## src/rtl/rlsi_pkg.sv

```systemverilog
// Shared types, command codes and character constants for the run-length
// string iterator. No dependencies; all files but rlsi_run_mem import it.
`default_nettype none

package rlsi_pkg;

	typedef enum logic [1:0] {
		CMD_LOAD  = 2'd0,
		CMD_TAKE  = 2'd1,
		CMD_CLEAR = 2'd2
	} rlsi_cmd_t;

	localparam logic [7:0] CHAR_SPACE   = 8'd32;
	localparam logic [7:0] CHAR_ZERO    = 8'd48;
	localparam logic [7:0] CHAR_NINE    = 8'd57;
	localparam logic [7:0] CHAR_UPPER_A = 8'd65;
	localparam logic [7:0] CHAR_UPPER_Z = 8'd90;
	localparam logic [7:0] CHAR_LOWER_A = 8'd97;
	localparam logic [7:0] CHAR_LOWER_Z = 8'd122;
	localparam int         DECIMAL_BASE = 10;

	typedef struct packed {
		logic [7:0] out_char;
		logic       has_more;
		logic       table_full;
	} rlsi_result_t;

	function automatic logic is_letter(input logic [7:0] b);
		return ((b >= CHAR_LOWER_A) && (b <= CHAR_LOWER_Z)) ||
			((b >= CHAR_UPPER_A) && (b <= CHAR_UPPER_Z));
	endfunction

	function automatic logic is_digit(input logic [7:0] b);
		return (b >= CHAR_ZERO) && (b <= CHAR_NINE);
	endfunction

endpackage

`default_nettype wire

```

## src/rtl/rlsi_run_mem.sv

```systemverilog
// Run table storage: one write port and one registered read port, write-first.
// Uses no package items.
`default_nettype none

module rlsi_run_mem #(
	parameter int DEPTH  = 64,
	parameter int ADDR_W = 6,
	parameter int DATA_W = 40
) (
	input  wire logic              clk,
	input  wire logic              we,
	input  wire logic [ADDR_W-1:0] waddr,
	input  wire logic [DATA_W-1:0] wdata,
	input  wire logic [ADDR_W-1:0] raddr,
	output logic      [DATA_W-1:0] rdata
);

	logic [DATA_W-1:0] mem [DEPTH];

	always_ff @(posedge clk) begin
		if (we) begin
			mem[waddr] <= wdata;
		end
		// A write to the slot being read shows up on the read data at once.
		if (we && (waddr == raddr)) begin
			rdata <= wdata;
		end else begin
			rdata <= mem[raddr];
		end
	end

endmodule

`default_nettype wire

```

## src/rtl/rlsi_engine.sv

```systemverilog
// Run table state and the combinational load/take/clear step.
// Depends on rlsi_pkg and rlsi_run_mem.
`default_nettype none

module rlsi_engine #(
	parameter int RUN_SLOTS  = 64,
	parameter int COUNT_BITS = 32
) (
	input  wire logic                clk,
	input  wire logic                arst_n,
	input  wire logic                go,
	input  wire rlsi_pkg::rlsi_cmd_t cmd,
	input  wire logic [7:0]          byte_value,
	output rlsi_pkg::rlsi_result_t   result
);
	import rlsi_pkg::*;

	localparam int IDX_W  = $clog2(RUN_SLOTS);
	localparam int RUNS_W = $clog2(RUN_SLOTS + 1);
	localparam int REM_W  = COUNT_BITS + IDX_W;
	localparam int MUL_W  = COUNT_BITS + 4;
	localparam int ENT_W  = 8 + COUNT_BITS;

	localparam logic [MUL_W-1:0] COUNT_MAX_W = {{4{1'b0}}, {COUNT_BITS{1'b1}}};

	// Control state.
	logic [RUNS_W-1:0]     runs_q, runs_d;
	logic [IDX_W-1:0]      rslot_q, rslot_d;
	logic [COUNT_BITS-1:0] used_q, used_d;
	logic [REM_W-1:0]      remain_q, remain_d;
	logic                  skip_q, skip_d;
	// Copies of the tail run and of the run being read.
	logic [7:0]            tail_letter_q, tail_letter_d;
	logic [COUNT_BITS-1:0] tail_count_q, tail_count_d;
	logic [7:0]            cur_letter_q, cur_letter_d;
	logic [COUNT_BITS-1:0] cur_count_q, cur_count_d;

	logic [RUNS_W-1:0]     tail_full;
	logic [IDX_W-1:0]      tail_idx;
	logic                  has_tail;
	logic                  rs_is_tail;
	logic [IDX_W:0]        nxt_full;
	logic                  nxt_is_tail;
	logic [IDX_W:0]        rd_full;
	logic [IDX_W-1:0]      raddr;
	logic [ENT_W-1:0]      rdata;
	logic [7:0]            eff_cur_letter, eff_nxt_letter;
	logic [COUNT_BITS-1:0] eff_cur_count, eff_nxt_count;

	logic [MUL_W-1:0]      prod;
	logic [COUNT_BITS-1:0] new_count;
	logic [COUNT_BITS-1:0] delta;

	logic                  we;
	logic [IDX_W-1:0]      waddr;
	logic [ENT_W-1:0]      wdata;

	assign tail_full   = runs_q - RUNS_W'(1);
	assign tail_idx    = tail_full[IDX_W-1:0];
	assign has_tail    = (runs_q != '0);
	assign rs_is_tail  = has_tail && (rslot_q == tail_idx);
	assign nxt_full    = {1'b0, rslot_q} + (IDX_W + 1)'(1);
	assign nxt_is_tail = has_tail && (nxt_full == {1'b0, tail_idx});

	// The memory always holds the run after the one being read.
	assign rd_full = {1'b0, rslot_d} + (IDX_W + 1)'(1);
	assign raddr   = (rd_full >= (IDX_W + 1)'(RUN_SLOTS)) ? '0 : rd_full[IDX_W-1:0];

	assign eff_cur_letter = rs_is_tail ? tail_letter_q : cur_letter_q;
	assign eff_cur_count  = rs_is_tail ? tail_count_q  : cur_count_q;
	assign eff_nxt_letter = nxt_is_tail ? tail_letter_q : rdata[ENT_W-1:COUNT_BITS];
	assign eff_nxt_count  = nxt_is_tail ? tail_count_q  : rdata[COUNT_BITS-1:0];

	// Decimal accumulation of the tail count, saturating.
	assign prod = (MUL_W'(tail_count_q) << 3) + (MUL_W'(tail_count_q) << 1) +
		MUL_W'(byte_value[3:0]);
	assign new_count = (prod > COUNT_MAX_W) ? {COUNT_BITS{1'b1}} : prod[COUNT_BITS-1:0];
	assign delta     = new_count - tail_count_q;

	always_comb begin
		runs_d        = runs_q;
		rslot_d       = rslot_q;
		used_d        = used_q;
		remain_d      = remain_q;
		skip_d        = skip_q;
		tail_letter_d = tail_letter_q;
		tail_count_d  = tail_count_q;
		cur_letter_d  = eff_cur_letter;
		cur_count_d   = eff_cur_count;
		we            = 1'b0;
		waddr         = tail_idx;
		wdata         = {byte_value, {COUNT_BITS{1'b0}}};
		result        = '{out_char: CHAR_SPACE, has_more: 1'b0, table_full: 1'b0};

		if (go) begin
			unique case (cmd)
				CMD_LOAD: begin
					if (is_letter(byte_value)) begin
						if (has_tail && (tail_count_q == '0)) begin
							// Replace a tail run that never got a count.
							tail_letter_d = byte_value;
							skip_d        = 1'b0;
							we            = 1'b1;
						end else if (runs_q >= RUNS_W'(RUN_SLOTS)) begin
							skip_d            = 1'b1;
							result.table_full = 1'b1;
						end else begin
							tail_letter_d = byte_value;
							tail_count_d  = '0;
							runs_d        = runs_q + RUNS_W'(1);
							skip_d        = 1'b0;
							we            = 1'b1;
							waddr         = runs_q[IDX_W-1:0];
						end
					end else if (is_digit(byte_value) && !skip_q && has_tail) begin
						tail_count_d = new_count;
						remain_d     = remain_q + REM_W'(delta);
						we           = 1'b1;
						wdata        = {tail_letter_q, new_count};
					end
				end
				CMD_TAKE: begin
					if (remain_q != '0) begin
						remain_d = remain_q - REM_W'(1);
						if (used_q >= eff_cur_count) begin
							// Current run used up: the next run has a nonzero count.
							rslot_d         = nxt_full[IDX_W-1:0];
							used_d          = COUNT_BITS'(1);
							cur_letter_d    = eff_nxt_letter;
							cur_count_d     = eff_nxt_count;
							result.out_char = eff_nxt_letter;
						end else begin
							used_d          = used_q + COUNT_BITS'(1);
							result.out_char = eff_cur_letter;
						end
					end
				end
				CMD_CLEAR: begin
					runs_d   = '0;
					rslot_d  = '0;
					used_d   = '0;
					remain_d = '0;
					skip_d   = 1'b0;
				end
				default: begin
				end
			endcase
			result.has_more = (remain_d != '0);
		end
	end

	always_ff @(posedge clk or negedge arst_n) begin
		if (!arst_n) begin
			runs_q   <= '0;
			rslot_q  <= '0;
			used_q   <= '0;
			remain_q <= '0;
			skip_q   <= 1'b0;
		end else begin
			runs_q   <= runs_d;
			rslot_q  <= rslot_d;
			used_q   <= used_d;
			remain_q <= remain_d;
			skip_q   <= skip_d;
		end
	end

	always_ff @(posedge clk) begin
		if (go) begin
			tail_letter_q <= tail_letter_d;
			tail_count_q  <= tail_count_d;
			cur_letter_q  <= cur_letter_d;
			cur_count_q   <= cur_count_d;
		end
	end

	rlsi_run_mem #(
		.DEPTH  (RUN_SLOTS),
		.ADDR_W (IDX_W),
		.DATA_W (ENT_W)
	) u_mem (
		.clk   (clk),
		.we    (we),
		.waddr (waddr),
		.wdata (wdata),
		.raddr (raddr),
		.rdata (rdata)
	);

endmodule

`default_nettype wire

```

## src/rtl/run_length_string_iterator.sv

```systemverilog
// Top level of the run-length string iterator: input register, run table
// engine and result register. Depends on rlsi_pkg and rlsi_engine.
//
//  channel  | fields                                   | role
//  ---------+------------------------------------------+----------------------
//  s_*      | tuser: command; tdata: byte_value        | commands and bytes in
//  m_*      | tdata: out_char, has_more, table_full    | one result per item
//
// A new transaction can be taken each cycle while the result is not stalled by m_tready.
// m_tvalid rises when the result register loads: an accepted item sits in the input
// register until the result register is free, which then takes its result.
// The run table is read one slot ahead so a take never waits on memory.
// Reset zeroes the run count, so stale table entries are never read and no
// clearing pass is needed.
// While m_tready is low the result holds and at most one more item is buffered.
`default_nettype none

module run_length_string_iterator #(
	parameter int RUN_SLOTS  = 64,
	parameter int COUNT_BITS = 32
) (
	input  wire logic        clk,
	input  wire logic        arst_n,
	input  wire logic        s_tvalid,
	output logic             s_tready,
	input  wire logic [7:0]  s_tdata,   // [7:0] byte_value
	input  wire logic [1:0]  s_tuser,   // [1:0] command
	output logic             m_tvalid,
	input  wire logic        m_tready,
	output logic      [15:0] m_tdata    // [7:0] out_char, [8] has_more, [9] table_full
);
	import rlsi_pkg::*;

	logic         v_s1;
	rlsi_cmd_t    cmd_s1;
	logic [7:0]   byte_s1;
	logic         go;
	rlsi_result_t res;
	rlsi_result_t res_q;

	assign go       = v_s1 && (!m_tvalid || m_tready);
	assign s_tready = !v_s1 || go;
	assign m_tdata  = {6'b0, res_q.table_full, res_q.has_more, res_q.out_char};

	always_ff @(posedge clk or negedge arst_n) begin
		if (!arst_n) begin
			v_s1     <= 1'b0;
			m_tvalid <= 1'b0;
		end else begin
			if (s_tready) begin
				v_s1 <= s_tvalid;
			end
			if (go) begin
				m_tvalid <= 1'b1;
			end else if (m_tready) begin
				m_tvalid <= 1'b0;
			end
		end
	end

	always_ff @(posedge clk) begin
		if (s_tvalid && s_tready) begin
			cmd_s1  <= rlsi_cmd_t'(s_tuser);
			byte_s1 <= s_tdata;
		end
		if (go) begin
			res_q <= res;
		end
	end

	rlsi_engine #(
		.RUN_SLOTS  (RUN_SLOTS),
		.COUNT_BITS (COUNT_BITS)
	) u_engine (
		.clk        (clk),
		.arst_n     (arst_n),
		.go         (go),
		.cmd        (cmd_s1),
		.byte_value (byte_s1),
		.result     (res)
	);

endmodule

`default_nettype wire

```

## config.mk

```make
export PLATFORM = sky130hd
export DESIGN_NAME = run_length_string_iterator
export DESIGN_NICKNAME = d
export VERILOG_FILES = /design/src/rtl/rlsi_pkg.sv /design/src/rtl/rlsi_run_mem.sv /design/src/rtl/rlsi_engine.sv /design/src/rtl/run_length_string_iterator.sv
export SDC_FILE = /design/constraint.sdc
export NUM_CORES = 2
export LEC_CHECK = 0
export BUFFER_PORTS_ARGS = -buffer_cell sky130_fd_sc_hd__clkbuf_2
export CAP_MARGIN = 15
export CORE_MARGIN = 3
export CORE_UTILIZATION = 35
export CTS_BUF_LIST = sky130_fd_sc_hd__clkbuf_16
export CTS_CLUSTER_SIZE = 40
export DETAILED_ROUTE_END_ITERATION = 10
export GPL_TIMING_DRIVEN = 0
export PLACE_DENSITY = 0.57
export SETUP_SLACK_MARGIN = 0.05
export SYNTH_ARGS = -nofsm -noshare
export SYNTH_HDL_FRONTEND = slang
export SYNTH_SLANG_ARGS = --single-unit
```

## constraint.sdc

```tcl
create_clock -name clk -period 8.7 [get_ports clk]
set_input_delay 0.435 -clock clk [delete_from_list [all_inputs] [get_ports clk]]
set_output_delay 0.435 -clock clk [all_outputs]
set_load 0.1 [all_outputs]
```

==> summary.md <==
| Metric | Value |
|---|---|
| Total CTS buffers | `approximately 300` |
| CP Launch Type | `flop` |
| R2r setup slk | `-0.40 ns` |
| Largest net degree at the start of global routing | `65` |
| FF-to-FF End | `m_tdata[8]` |
| Inst Count DP | `about 11000` |
| Via count | `roughly 65000` |
| Synth area leaders | `edfxtp_1, mux4_2, dfrtp_1` |
| Ys async rst share | `3.13%` |
| Final hold violation count | `0` |
| Number of clock sinks | `around 2800` |
| RSZ-0062 raised after global routing | `yes` |
| Root buf cell | `clkbuf_16` |
| Min Hold Slack | `0.0884 ns` |
| Hold Path Class | `in2async` |
| Number of warnings issued by yosys | `0` |
| Routed wire per std cell | `33.8 um` |
| Worst path depth | `38` |
| DRC | `0` |
| Fin nets | `between 6000 and 7000` |
| Layout cells sized above 1 | `between 20% and 30%` |
| Final wirelength | `about 380000 um` |
| Setup crit end | `m_tdata[8]` |
| Outcome | `complete, but fails checks` |
| Initial antenna violation count | `22` |
| Detailed Routing Iterations Pass 1 | `7` |
| Area of the multi-input gates | `between 0.03 and 0.04 mm^2` |
| Global Route Usage Sum | `between 20 and 25%` |
| DR vias/cell | `just under 6` |
| Gr ovfl total | `0` |
| Post-DP Area | `0.126 mm^2` |
| Netlist cell types | `86` |
| IO Port Bufs | `25` |
| Max Slew Vio Count | `0` |
| P per Cell Area | `roughly 210 mW/mm^2` |
| Setup TNS Final | `-0.624 ns` |
| Filler cells | `about 28000` |
| Cell Area, Synth | `roughly 0.11 mm^2` |
| Final Wtd Congestion | `0.905` |
| Post-Syn Instances | `slightly below 6000` |
| Fin crit share | `105%` |
| Clock transition at the registers of the reported paths | `0.06 ns` |
| Failing checks | `negative setup slack` |
| Critical Path RT | `about 9.3 ns` |
| Yosys top cell by area | `edfxtp_1` |
| DIE HEIGHT | `around 580 um` |
| DR iter-0 viols | `9338` |
| Crit path buffers/inverters | `4` |
| Worst-case reg-to-reg path depth | `38` |
| P&R area growth vs syn | `19.5%` |
| Die X | `579 um` |
| Maximum clock rate | `around 0.11 GHz` |
| CP max-delay cell | `fa_2` |
| Reg area | `between 0.08 and 0.09 mm^2` |
| Crit end category | `flop` |
| Crit Path Max Fanout | `8` |
| Worst setup path startpoint | `byte_s1[3]` |
| TritonCTS clock tree | `built` |
| Post-DRT Antenna Nets | `0` |
| Post-synthesis sequential area ratio | `a little under three quarters` |
| VDD IR-drop max | `~0.00016 V` |
| Synth Flop Type | `edfxtp_1` |
| Critical path class | `reg2reg` |
| Dpl hpwl | `roughly 260000 um` |
| Fin area | `between 0.1 and 0.15 mm^2` |
| Synth top area share | `between 60% and 70%` |
| Crit path top cell by count | `fa_2` |
| Average cell area after synthesis | `19.4 um^2` |
| Number of synthesized register bits | `2752` |
| Leakage | `41.9 nW` |
| Transition time of the tightest slew-check pin | `about 1.3 ns` |
| IO Pins | `32` |
| Headroom to the max-slew limit | `between 10% and 20%` |
| Tmin final | `about 9.1 ns` |
| Max-Cap Viols | `0` |
| Vias in the first global route | `around 64000` |
| Crit path largest cell delay | `between 0.4 and 0.5 ns` |
| Worst skew pair latency | `0.94 ns` |
| Worst r2r src | `byte_s1[3]` |
| Longest Clk Path Bufs | `4` |
| CP arrival | `approximately 9.7 ns` |
| Initial cell density of the core | `about a third` |
| Non-Filler Instances | `~11000` |
| Setup-failing EPs final | `3` |
| Core Area | `0.325 mm^2` |
| First-pass GRT wire length | `approximately 520000 um` |
| Layout Utilization | `a little over two fifths` |
| Clock skew | `~0.09 ns` |
| Post-synth EDFFs | `~2700` |
| Final worst setup slack | `-0.399 ns` |
| Htree depth | `5` |
| Die area | `around 0.33 mm^2` |
| Worst path top cell family by delay | `compound AO/OA/AOI/OAI gates` |
| Row count | `about 210` |
[cell usage in the layout, fill, tap and decap left out, types with 39 or more instances in the layout]
master / synthesis / routed
buf_1: 78 / 71
buf_12: 0 / 160
o21ai_0: 139 / 118
and3_1: 49 / 39
xor2_1: 57 / 54
clkinv_2: 0 / 45
mux4_2: 829 / 829
a211oi_1: 64 / 59
a21oi_1: 201 / 180
clkinv_1: 0 / 60
nor3_1: 64 / 58
nor2_4: 0 / 96
nand3_1: 62 / 61
nand2_1: 224 / 216
clkbuf_1: 208 / 189
inv_1: 115 / 175
edfxtp_1: 2660 / 2660
ha_1: 172 / 154
nor2_1: 319 / 221
clkbuf_16: 0 / 302
buf_4: 6 / 63
buf_8: 0 / 42
dfrtp_1: 86 / 86
nor2b_1: 46 / 42
xnor2_1: 60 / 53
a21o_1: 49 / 47
[synth_stat cells, types with 36 or more instances]
cell type     n
dfrtp_1      86
ha_1        172
clkbuf_1    208
a21o_1       49
a21oi_1     201
nor2_1      319
buf_1        78
nand3_1      62
mux4_2      829
nor2b_1      46
xnor2_1      60
o21ai_0     139
and3_1       49
a211oi_1     64
inv_1       115
nand2_1     224
xor2_1       57
edfxtp_1   2660
mux2i_1      36
nor3_1       64
[kinds of logic (layout without fill, tap and decap cells)]
kind of cell	Yosys count	after routing	synth area share [%]
AO/OA/AOI/OAI	655	655	3.64
XOR/XNOR	117	117	0.893
adder cells (fa/ha/maj)	176	176	1.95
buffers and inverters	412	1282	1.38
flip-flops	2752	2752	71.6
multiplexers	871	871	16.6
other	1	15	0.00327
AND/OR/NAND/NOR	945	945	3.92
[where the power goes]
| group | internal, mW | switching [mW] |
|---|---|---|
| Clock | 7.11 | 5.43 |
| Combinational | 0.641 | 1.35 |
| Sequential | 14.5 | 0.140 |
| Total | 22.2 | 6.93 |
[sequential cells by signal (all words and copies together), names as in the netlist, named ones only]
| name | cells |
|---|---|
| u_engine.runs_q | 7 |
| u_engine.tail_count_q | 32 |
| u_engine.skip_q | 1 |
| v_s1 | 1 |
| m_tdata | 10 |
| byte_s1 | 8 |
| u_engine.tail_letter_q | 8 |
| u_engine.cur_letter_q | 8 |
| u_engine.cur_count_q | 32 |
| u_engine.u_mem.mem | 2560 |
| m_tvalid | 1 |
| u_engine.remain_q | 38 |
| u_engine.rslot_q | 6 |
| u_engine.used_q | 32 |
| cmd_s1 | 2 |
[per-layer routing]
layer  routed length, um  up-vias  GRT usage (%)
met3               37800      709           4.80
met2              170000     3740           33.8
li1                    -    25800              -
met1              151000    35000           31.0
met5                  33        -              0
met4               17800        4           9.23
[per-stage QoR]
| stage | setup WS [ns] | power (mW) |
|---|---|---|
| finish | -0.399 | 29.2 |
| global route | -0.704 | 30.0 |
| global placement | -3.37 | 16.6 |
| detailed placement | -3.49 | 16.7 |
| CTS | -0.177 | 29.3 |
| floorplan | 0.0711 | 16.0 |
[timing repair]
action | 4_1_cts | 5_1_grt
pin swaps | 67 | 50
resized for setup | 165 | 48
setup buffers | 46 | 11
setup endpoints to repair | 49 | 42
hold endpoints to repair | 76 | 0
hold buffers | 14 | 0
gates cloned | 0 | 0
[worst min path at each step]
stage / start / to / slack (ns) / cells after the start
floorplan: arst_n / m_tvalid / 0.14 / 0
global placement: u_engine.skip_q / u_engine.skip_q / 0.52 / 1
detailed placement: arst_n / u_engine.used_q[26] / 0.46 / 1
CTS: arst_n / u_engine.used_q[26] / 0.05 / 2
global route: arst_n / u_engine.used_q[24] / 0.12 / 2
finish: arst_n / u_engine.used_q[30] / 0.09 / 2
[final cells by class]
type                            instances  area share (%)
Antenna cell                            9          0.0164
Buffer                                293           0.894
Clock buffer                          301            5.49
Clock inverter                        235            1.56
Inverter                              116           0.317
Multi-Input combinational cell       2770            23.9
Sequential cell                      2752            59.9
Tap cell                             4325            3.95
Timing Repair Buffer                  337            4.01
Power figures use the tool's default switching activity.
